**src/clw_pkg.sv**
```systemverilog
// ----------------------------------------------------------------------------
// clw_pkg: shared types and constants for the collation weight comparator
// Holds the weight and order types, the order codes, the queue side codes
// and the weight compare function.
// ----------------------------------------------------------------------------
package clw_pkg;

    // Number of collation levels (primary to quaternary).
    localparam int LEVELS   = 4;
    localparam int WEIGHT_W = 16;

    typedef logic [WEIGHT_W-1:0] weight_t;
    typedef logic signed [1:0]   order_t;

    // Order codes: left sorts first, equal or undecided, right sorts first.
    localparam order_t ORDER_LEFT  = 2'sb11;
    localparam order_t ORDER_EQUAL = 2'sb00;
    localparam order_t ORDER_RIGHT = 2'sb01;

    // Which side owns the pending weights of a level queue.
    localparam logic SIDE_LEFT  = 1'b0;
    localparam logic SIDE_RIGHT = 1'b1;

    // One result request as held in the output buffer.
    typedef struct packed {
        order_t order;
        logic   decided;
        logic   overflow;
    } res_t;

    // Three-way compare of two weights.
    function automatic order_t cmp_weight(weight_t a, weight_t b);
        order_t r;
        if (a < b)
        begin
            r = ORDER_LEFT;
        end
        else if (a > b)
        begin
            r = ORDER_RIGHT;
        end
        else
        begin
            r = ORDER_EQUAL;
        end
        return r;
    endfunction

endpackage

```
**src/clw_ifs.sv**
```systemverilog
// ----------------------------------------------------------------------------
// clw_ifs: request and result channels of the collation weight comparator
// Valid/ready channels; a request moves when valid and ready are both high.
// ----------------------------------------------------------------------------
interface clw_req_if;
    import clw_pkg::*;

    logic    valid;
    logic    ready;
    weight_t left_primary_weight;
    weight_t left_secondary_weight;
    weight_t left_tertiary_weight;
    weight_t left_quaternary_weight;
    weight_t right_primary_weight;
    weight_t right_secondary_weight;
    weight_t right_tertiary_weight;
    weight_t right_quaternary_weight;
    logic    last_element;

    modport source (
        output valid,
        output left_primary_weight,
        output left_secondary_weight,
        output left_tertiary_weight,
        output left_quaternary_weight,
        output right_primary_weight,
        output right_secondary_weight,
        output right_tertiary_weight,
        output right_quaternary_weight,
        output last_element,
        input  ready
    );

    modport sink (
        input  valid,
        input  left_primary_weight,
        input  left_secondary_weight,
        input  left_tertiary_weight,
        input  left_quaternary_weight,
        input  right_primary_weight,
        input  right_secondary_weight,
        input  right_tertiary_weight,
        input  right_quaternary_weight,
        input  last_element,
        output ready
    );
endinterface

interface clw_res_if;
    import clw_pkg::*;

    logic   valid;
    logic   ready;
    order_t order;
    logic   decided;
    logic   overflow;

    modport source (
        output valid,
        output order,
        output decided,
        output overflow,
        input  ready
    );

    modport sink (
        input  valid,
        input  order,
        input  decided,
        input  overflow,
        output ready
    );
endinterface

```
**src/collation_weight_compare_unit.sv**
```systemverilog
// ----------------------------------------------------------------------------
// collation_weight_compare_unit: multilevel collation weight comparator
// The block takes one pair of collation elements per request and returns one
// result per request. Every request is worked in one pass of logic: the four
// level queues are updated and the head pairs compared together, and the
// result lands in a two-entry output buffer. A request can therefore be taken
// in every cycle while the buffer has room, and its result is registered. The
// output buffer lets one further request in while a result waits; ready
// falls only when both entries are full. Each level holds QUEUE_DEPTH
// weights, and at most one side of a level ever has weights waiting, so a
// single queue per level is kept together with the side that owns it.
// ----------------------------------------------------------------------------
module collation_weight_compare_unit #(
    parameter int QUEUE_DEPTH = 8
) (
    input logic       clk,
    input logic       rst_n,
    clw_req_if.sink   req,
    clw_res_if.source res
);
    import clw_pkg::*;

    localparam int CNT_W = $clog2(QUEUE_DEPTH + 1);
    localparam logic [CNT_W-1:0] CNT_FULL = CNT_W'(QUEUE_DEPTH);
    localparam logic [CNT_W-1:0] CNT_ZERO = '0;

    // Level state.
    weight_t          queue_reg   [LEVELS][QUEUE_DEPTH];
    weight_t          queue_next  [LEVELS][QUEUE_DEPTH];
    weight_t          queue_tmp   [LEVELS][QUEUE_DEPTH];
    logic [CNT_W-1:0] cnt_reg     [LEVELS];
    logic [CNT_W-1:0] cnt_next    [LEVELS];
    logic             side_reg    [LEVELS];
    logic             side_next   [LEVELS];
    order_t           verdict_reg [LEVELS];
    order_t           verdict_next[LEVELS];
    logic             overflow_seen_reg;

    // Per level working values.
    weight_t          lw        [LEVELS];
    weight_t          rw        [LEVELS];
    weight_t          own_w     [LEVELS];
    weight_t          other_w   [LEVELS];
    order_t           head_cmp  [LEVELS];
    order_t           final_ord [LEVELS];
    logic             add_w     [LEVELS];
    logic             pop_w     [LEVELS];
    logic [LEVELS-1:0] drop_w;

    // Output buffer.
    logic res_valid_reg;
    res_t res_reg;
    logic skid_valid_reg;
    res_t skid_reg;

    logic accept;
    logic res_take;
    logic primary_done;
    res_t res_new;

    assign req.ready = !skid_valid_reg;
    assign accept    = req.valid && req.ready;
    assign res_take  = res_valid_reg && res.ready;

    assign res.valid    = res_valid_reg;
    assign res.order    = res_reg.order;
    assign res.decided  = res_reg.decided;
    assign res.overflow = res_reg.overflow;

    // Gather the weights by level.
    always_comb
    begin
        lw[0] = req.left_primary_weight;
        lw[1] = req.left_secondary_weight;
        lw[2] = req.left_tertiary_weight;
        lw[3] = req.left_quaternary_weight;
        rw[0] = req.right_primary_weight;
        rw[1] = req.right_secondary_weight;
        rw[2] = req.right_tertiary_weight;
        rw[3] = req.right_quaternary_weight;
    end

    // Queue update and head compare, one independent pass per level.
    always_comb
    begin
        for (int l = 0; l < LEVELS; l++)
        begin
            queue_tmp[l]    = queue_reg[l];
            queue_next[l]   = queue_reg[l];
            cnt_next[l]     = cnt_reg[l];
            side_next[l]    = side_reg[l];
            verdict_next[l] = verdict_reg[l];
            own_w[l]        = (side_reg[l] == SIDE_LEFT) ? lw[l] : rw[l];
            other_w[l]      = (side_reg[l] == SIDE_LEFT) ? rw[l] : lw[l];
            head_cmp[l]     = (side_reg[l] == SIDE_LEFT)
                              ? cmp_weight(queue_reg[l][0], other_w[l])
                              : cmp_weight(other_w[l], queue_reg[l][0]);
            add_w[l]        = 1'b0;
            pop_w[l]        = 1'b0;
            drop_w[l]       = 1'b0;

            if (verdict_reg[l] == ORDER_EQUAL)
            begin
                if (cnt_reg[l] == CNT_ZERO)
                begin
                    // Empty level: a full pair compares at once, a lone
                    // weight starts the queue for its side.
                    if (lw[l] != '0 && rw[l] != '0)
                    begin
                        verdict_next[l] = cmp_weight(lw[l], rw[l]);
                    end
                    else if (lw[l] != '0)
                    begin
                        queue_next[l][0] = lw[l];
                        cnt_next[l]      = CNT_W'(1);
                        side_next[l]     = SIDE_LEFT;
                    end
                    else if (rw[l] != '0)
                    begin
                        queue_next[l][0] = rw[l];
                        cnt_next[l]      = CNT_W'(1);
                        side_next[l]     = SIDE_RIGHT;
                    end
                end
                else
                begin
                    // Owning side appends; the other side meets the head.
                    add_w[l]  = (own_w[l] != '0) && (cnt_reg[l] != CNT_FULL);
                    drop_w[l] = (own_w[l] != '0) && (cnt_reg[l] == CNT_FULL);
                    pop_w[l]  = (other_w[l] != '0) && (head_cmp[l] == ORDER_EQUAL);
                    if (other_w[l] != '0 && head_cmp[l] != ORDER_EQUAL)
                    begin
                        verdict_next[l] = head_cmp[l];
                    end
                    for (int i = 0; i < QUEUE_DEPTH; i++)
                    begin
                        if (add_w[l] && cnt_reg[l] == CNT_W'(i))
                        begin
                            queue_tmp[l][i] = own_w[l];
                        end
                    end
                    for (int i = 0; i < QUEUE_DEPTH; i++)
                    begin
                        if (pop_w[l] && i < QUEUE_DEPTH - 1)
                        begin
                            queue_next[l][i] = queue_tmp[l][(i + 1) % QUEUE_DEPTH];
                        end
                        else
                        begin
                            queue_next[l][i] = queue_tmp[l][i];
                        end
                    end
                    cnt_next[l] = cnt_reg[l] + {{(CNT_W-1){1'b0}}, add_w[l]}
                                  - {{(CNT_W-1){1'b0}}, pop_w[l]};
                end
            end

            // End-of-string answer for this level: a side still holding
            // weights sorts after the side that has run out.
            if (verdict_next[l] != ORDER_EQUAL)
            begin
                final_ord[l] = verdict_next[l];
            end
            else if (cnt_next[l] != CNT_ZERO)
            begin
                final_ord[l] = (side_next[l] == SIDE_LEFT) ? ORDER_RIGHT : ORDER_LEFT;
            end
            else
            begin
                final_ord[l] = ORDER_EQUAL;
            end
        end
    end

    // Result of the request: a primary verdict ends at once, the last
    // element settles the levels in order.
    always_comb
    begin
        primary_done     = (verdict_next[0] != ORDER_EQUAL);
        res_new.decided  = primary_done || req.last_element;
        res_new.overflow = overflow_seen_reg || drop_w[0]
                           || (!primary_done && (|drop_w[LEVELS-1:1]));
        res_new.order    = ORDER_EQUAL;
        if (primary_done)
        begin
            res_new.order = verdict_next[0];
        end
        else if (req.last_element)
        begin
            for (int l = LEVELS - 1; l >= 0; l--)
            begin
                if (final_ord[l] != ORDER_EQUAL)
                begin
                    res_new.order = final_ord[l];
                end
            end
        end
    end

    // Level control state; cleared after every decided result.
    always_ff @(posedge clk or negedge rst_n)
    begin
        if (!rst_n)
        begin
            for (int l = 0; l < LEVELS; l++)
            begin
                cnt_reg[l]     <= CNT_ZERO;
                side_reg[l]    <= SIDE_LEFT;
                verdict_reg[l] <= ORDER_EQUAL;
            end
            overflow_seen_reg <= 1'b0;
        end
        else if (accept)
        begin
            for (int l = 0; l < LEVELS; l++)
            begin
                cnt_reg[l]     <= res_new.decided ? CNT_ZERO : cnt_next[l];
                side_reg[l]    <= res_new.decided ? SIDE_LEFT : side_next[l];
                verdict_reg[l] <= res_new.decided ? ORDER_EQUAL : verdict_next[l];
            end
            overflow_seen_reg <= res_new.decided ? 1'b0 : res_new.overflow;
        end
    end

    // Queue contents; only the entries below the count are ever read.
    always_ff @(posedge clk)
    begin
        if (accept)
        begin
            queue_reg <= queue_next;
        end
    end

    // Two-entry output buffer: main register plus skid register.
    always_ff @(posedge clk or negedge rst_n)
    begin
        if (!rst_n)
        begin
            res_valid_reg  <= 1'b0;
            skid_valid_reg <= 1'b0;
        end
        else
        begin
            if (res_take)
            begin
                if (skid_valid_reg)
                begin
                    res_valid_reg  <= 1'b1;
                    skid_valid_reg <= 1'b0;
                end
                else
                begin
                    res_valid_reg <= accept;
                end
            end
            else if (!res_valid_reg)
            begin
                res_valid_reg <= accept;
            end
            else if (accept)
            begin
                skid_valid_reg <= 1'b1;
            end
        end
    end

    always_ff @(posedge clk)
    begin
        if (res_take)
        begin
            if (skid_valid_reg)
            begin
                res_reg <= skid_reg;
            end
            else if (accept)
            begin
                res_reg <= res_new;
            end
        end
        else if (!res_valid_reg)
        begin
            if (accept)
            begin
                res_reg <= res_new;
            end
        end
        else if (accept)
        begin
            skid_reg <= res_new;
        end
    end

`ifndef ASSERT_OFF
    // The skid entry is only ever filled behind a waiting result.
    a_skid_behind_main: assert property (@(posedge clk) disable iff (!rst_n)
        skid_valid_reg |-> res_valid_reg)
        else $error("skid entry valid without a main result");

    // A decided result starts a fresh comparison.
    a_clear_after_decided: assert property (@(posedge clk) disable iff (!rst_n)
        (accept && res_new.decided) |=>
            (!overflow_seen_reg && cnt_reg[0] == CNT_ZERO
             && verdict_reg[1] == ORDER_EQUAL))
        else $error("state not cleared after a decided result");

    // The primary level never holds a verdict across requests.
    a_primary_never_held: assert property (@(posedge clk) disable iff (!rst_n)
        verdict_reg[0] == ORDER_EQUAL)
        else $error("primary verdict held past its request");

    // A dropped weight in an open comparison is remembered.
    a_overflow_kept: assert property (@(posedge clk) disable iff (!rst_n)
        (accept && drop_w[0] && !res_new.decided) |=> overflow_seen_reg)
        else $error("queue overflow not recorded");

    // A full buffer stops new requests.
    a_full_blocks: assert property (@(posedge clk) disable iff (!rst_n)
        (res_valid_reg && skid_valid_reg) |-> !accept)
        else $error("request accepted with a full output buffer");
`endif

endmodule

```
**src/flat_wrapper.sv**
```systemverilog
// flat-port wrapper written by rule: the top's interface ports become plain ports
module collation_weight_compare_unit_flat import clw_pkg::*;
#(
    parameter int QUEUE_DEPTH = 8
)
  (clk, rst_n, req_valid, req_left_primary_weight, req_left_secondary_weight, req_left_tertiary_weight, req_left_quaternary_weight, req_right_primary_weight, req_right_secondary_weight, req_right_tertiary_weight, req_right_quaternary_weight, req_last_element, req_ready, res_valid, res_order, res_decided, res_overflow, res_ready);
  clw_req_if req_i ();
  clw_res_if res_i ();
  input logic clk;
  input logic rst_n;
  input wire logic [$bits(req_i.valid)-1:0] req_valid;
  input wire logic [$bits(req_i.left_primary_weight)-1:0] req_left_primary_weight;
  input wire logic [$bits(req_i.left_secondary_weight)-1:0] req_left_secondary_weight;
  input wire logic [$bits(req_i.left_tertiary_weight)-1:0] req_left_tertiary_weight;
  input wire logic [$bits(req_i.left_quaternary_weight)-1:0] req_left_quaternary_weight;
  input wire logic [$bits(req_i.right_primary_weight)-1:0] req_right_primary_weight;
  input wire logic [$bits(req_i.right_secondary_weight)-1:0] req_right_secondary_weight;
  input wire logic [$bits(req_i.right_tertiary_weight)-1:0] req_right_tertiary_weight;
  input wire logic [$bits(req_i.right_quaternary_weight)-1:0] req_right_quaternary_weight;
  input wire logic [$bits(req_i.last_element)-1:0] req_last_element;
  output wire logic [$bits(req_i.ready)-1:0] req_ready;
  output wire logic [$bits(res_i.valid)-1:0] res_valid;
  output wire logic [$bits(res_i.order)-1:0] res_order;
  output wire logic [$bits(res_i.decided)-1:0] res_decided;
  output wire logic [$bits(res_i.overflow)-1:0] res_overflow;
  input wire logic [$bits(res_i.ready)-1:0] res_ready;
  assign req_i.valid = req_valid;
  assign req_i.left_primary_weight = req_left_primary_weight;
  assign req_i.left_secondary_weight = req_left_secondary_weight;
  assign req_i.left_tertiary_weight = req_left_tertiary_weight;
  assign req_i.left_quaternary_weight = req_left_quaternary_weight;
  assign req_i.right_primary_weight = req_right_primary_weight;
  assign req_i.right_secondary_weight = req_right_secondary_weight;
  assign req_i.right_tertiary_weight = req_right_tertiary_weight;
  assign req_i.right_quaternary_weight = req_right_quaternary_weight;
  assign req_i.last_element = req_last_element;
  assign req_ready = req_i.ready;
  assign res_valid = res_i.valid;
  assign res_order = res_i.order;
  assign res_decided = res_i.decided;
  assign res_overflow = res_i.overflow;
  assign res_i.ready = res_ready;
  collation_weight_compare_unit #(.QUEUE_DEPTH(QUEUE_DEPTH)) u_core (.clk(clk), .rst_n(rst_n), .req(req_i), .res(res_i));
endmodule
```
**config.mk**
```make
export PLATFORM = sky130hd
export DESIGN_NAME = collation_weight_compare_unit_flat
export DESIGN_NICKNAME = d
export VERILOG_FILES = /design/src/clw_pkg.sv /design/src/clw_ifs.sv /design/src/collation_weight_compare_unit.sv /design/src/flat_wrapper.sv
export SDC_FILE = /design/constraint.sdc
export NUM_CORES = 2
export LEC_CHECK = 0
export ABC_CLOCK_PERIOD_IN_PS = 21600
export BUFFER_PORTS_ARGS = -buffer_cell sky130_fd_sc_hd__buf_2
export CORE_MARGIN = 5
export CORE_UTILIZATION = 60
export DETAILED_ROUTE_END_ITERATION = 7
export GPL_TIMING_DRIVEN = 0
export PLACE_DENSITY = 0.78
export SETUP_SLACK_MARGIN = 0.4
export SLEW_MARGIN = 0
export SYNTH_ARGS = -nofsm -noshare
export SYNTH_HDL_FRONTEND = slang
export SYNTH_SLANG_ARGS = --single-unit
export TNS_END_PERCENT = 30
```
**constraint.sdc**
```tcl
create_clock -name clk -period 21.6 [get_ports clk]
set_input_delay 2.16 -clock clk [delete_from_list [all_inputs] [get_ports clk]]
set_output_delay 2.16 -clock clk [all_outputs]
set_load 0.01 [all_outputs]
```
==> results.yml <==
global_routing:
  overflow: 0
  grt_pass1_vias: 27100
  grt_max_degree: 37
  grt_pass1_wl_um: 140000
  gr-usage-all-layers: 0.269
  antenna_found_initial: 3
clocking:
  cts_buffer_depth: 3
  cts_setup_buffers: 0
  htreeDepth: 2
  cts_num_sinks: 551
  clockRootBuffer: "clkbuf_16"
  hold_buffers: 0
  cts_buffers: 59
  path_clk_slew_ns: 0.06
  cts_tree: "done"
  cts_resized: 0
  clkLatencyLatePin_ns: 0.64
detailed_routing:
  vias_per_cell: 6.13
  drt_iter0_drc: 2314
  dr.pass1.iters: 5
  drc_errors: 0
  vias: 27200
  wirelength_um: 86700
  postRouteAntennaNets: 0
  wl_per_cell_um: 19.6
logic_synthesis:
  synth_area_um2: 34300
  syn_inst: 3403
  ys.flop_type: "edfxtp_1"
  async_flop_share: 0.0563
  synth_warnings: 0
  synthDistinctLibCells: 82
  yosysSeqAreaShare: 0.479
  ys_ff_latch: 551
  synth.area.top_cells: "edfxtp_1, mux2i_1, a21oi_1"
  synth_edf_count: 520
  syn_avg_cell_area_um2: 10.1
  synth_top_area_frac: 0.456
  synth_nets: 3696
  netlist.top_cell.by_area: "edfxtp_1"
finish:
  drive_above_1_share: 0.103
  nets: 3922
  fin_cells: 4433
  largest_reg_flops: 512
  nFillCells: 4402
  syn_to_final_growth_pct: 11.4
  post-route-util: 0.675
  postLayoutCellArea_um2: 38200
power_and_ir_drop:
  power_leakage_uw: 0.0151
  pwr_density_cell_nw_per_um2: 62.0
  vdd_ir_drop_max_mv: 0.0667
die:
  die-area_um2: 62000
  rows: 87
  fp.coreArea_um2: 56500
  die_w_um: 249
  ios: 139
  start_util: 0.606
  die_y_um: 249
timing:
  slew_viol_final: 0
  timing.fmax_mhz: 131
  hold_viol: 0
  tightest_slew_ns: 1.16
  max_slew_margin: 0.206
  whs_ns: 0.539
  fin_crit_ns: 7.61
  tns_ns: 0
  setup_viol: 0
  skew_ns: 0.0274
  rsz0062_at_grt: "no"
  finalCritPeriodShare: 0.352
critical_path:
  crit_buf_inv: 8
  required_ns: 22.07
  criticalPathCategory: "register to register"
  cp-start-kind: "register"
  cp_slowest_cell: "o311ai_0"
  end_kind: "register"
  worstPathMaxFanout: 10
  cp.arrival_ns: 8.09
  crit_family: "compound AO/OA/AOI/OAI gates"
  cpPeakStageDelay_ns: 0.87
placed_design:
  dpl.hpwl_um: 65500
  routabilityCongestion: 0.961
  placed_cell_area_um2: 36300
  io_buffers: 138
  dp.cells: 4324
run:
  maxCapViolCount: 0
hold_path:
  holdCritPathClass: "register to register"
run_status:
  status: "completed"
[worst paths after layout]
check                      slack [ns]               endpoint  cells after the start          startpoint
max reg2reg                     13.99    u_core.res.order[1]                     26  u_core.side_reg[1]
max                             13.99    u_core.res.order[1]                     26  u_core.side_reg[1]
max in group asynchronous       19.48     u_core.cnt_reg[11]                      1               rst_n
min in group asynchronous        1.61  u_core.verdict_reg[4]                      1               rst_n
min                              0.54  u_core.skid_valid_reg                      1    u_core.res.valid
min reg2reg                      0.54  u_core.skid_valid_reg                      1    u_core.res.valid
[layer usage]
| layer | vias up | part of all wire | GRT usage |
|---|---|---|---|
| li1 | 13100 | - | - |
| met1 | 12900 | 0.42 | 0.362 |
| met2 | 989 | 0.48 | 0.452 |
| met3 | 171 | 0.075 | 0.0465 |
| met4 | 0 | 0.027 | 0.0821 |
| met5 | - | 0 | 0 |
[power breakdown]
part / switching, uW / internal, uW
Sequential: 8.75 / 1160
Combinational: 141 / 62.2
Clock: 425 / 564
[Yosys cell counts (4+ instances only)]
cell	number
fa_1	4
buf_6	4
o211ai_1	144
nor3_1	13
and2_1	12
o21ai_0	134
a31oi_1	11
dfrtp_1	31
ha_1	156
edfxtp_1	520
buf_2	78
a21oi_1	419
nor2_1	319
o21a_1	75
mux2_2	4
a2111oi_0	4
o211a_1	4
o21ai_1	101
buf_1	14
or3_1	5
xnor2_1	7
and4_1	6
a21o_1	12
nor4_1	29
nor2b_1	7
a2111o_1	5
nand2_1	343
nand3_1	32
xor2_1	4
o31ai_1	15
o22ai_1	15
clkbuf_1	112
mux2i_1	431
inv_1	183
nand4_1	46
nor4_2	9
and3_1	9
nand2b_1	8
a211oi_1	6
buf_4	5
or2_2	5
nor4_4	4
[cell usage in the layout (no fill, tap or decap), types with 6 or more instances in the layout]
cell,synthesis,final
and4_1,6,6
and3_1,9,9
nor2b_1,7,7
inv_1,183,183
nand4_1,46,46
clkinv_2,0,8
nor2_1,319,317
o211ai_1,144,144
nand3_1,32,32
nor4_1,29,29
clkinv_1,0,18
o22ai_1,15,15
buf_2,78,216
nand2_1,343,343
clkbuf_1,112,122
mux2i_1,431,431
a21oi_1,419,417
o21ai_1,101,101
nor4_2,9,9
buf_4,5,12
buf_6,4,14
ha_1,156,156
xnor2_1,7,7
and2_1,12,12
buf_12,0,6
edfxtp_1,520,520
o21a_1,75,75
o21ai_0,134,134
nor3_1,13,11
o31ai_1,15,15
clkbuf_16,0,60
a21o_1,12,12
buf_1,14,14
a31oi_1,11,11
nand2b_1,8,8
dfrtp_1,31,31
[stage by stage]
stage                     worst slack (ns)  total power, uW
after floorplan                      10.77             1300
after global placement                7.32             1390
after detailed placement             13.62             1390
after CTS                            14.00             2370
after global routing                 13.53             2440
final                                13.99             2370
[worst reg2reg max path, cell delays in order, from the launching register on]
cell,delay (ns)
dfrtp_1,0.34
buf_2,0.27
buf_1,0.54
buf_1,0.63
mux2i_1,0.27
ha_1,0.28
a21oi_1,0.13
nor2_1,0.06
a211o_1,0.28
o311ai_0,0.87
or2_2,0.23
buf_2,0.16
clkbuf_1,0.41
inv_1,0.09
ha_1,0.28
inv_1,0.05
ha_1,0.15
inv_1,0.06
fa_1,0.40
xnor2_1,0.13
a22oi_1,0.17
o31ai_1,0.14
or4_1,0.58
a2111o_1,0.38
o21ba_1,0.23
o2111ai_1,0.13
a31oi_1,0.19
[kinds of logic (layout without fill, tap and decap cells)]
family	Yosys count	after routing	synth area share
and+or+nand+nor	869	869	0.115
buffers and inverters	396	668	0.0477
adders and majority gates	160	160	0.0593
xor gates and xnor gates	13	13	0.00376
DFF	551	551	0.479
AOI/OAI and AO/OA	979	979	0.168
other	0	2	0
muxes	435	435	0.127
[final cells by class]
class	instances	area (um2)	area share
plain buffers	213	946	0.0248
flip-flops and latches	551	16400	0.430
repair buffers	165	1050	0.0275
diodes	2	5.00	0.000131
well taps	756	946	0.0248
clock buffers	70	1540	0.0403
inverters	183	687	0.0180
clock inverters	37	314	0.00823
multi-input cells	2456	16300	0.427
Note: power is estimated with default switching activity, not from simulation.
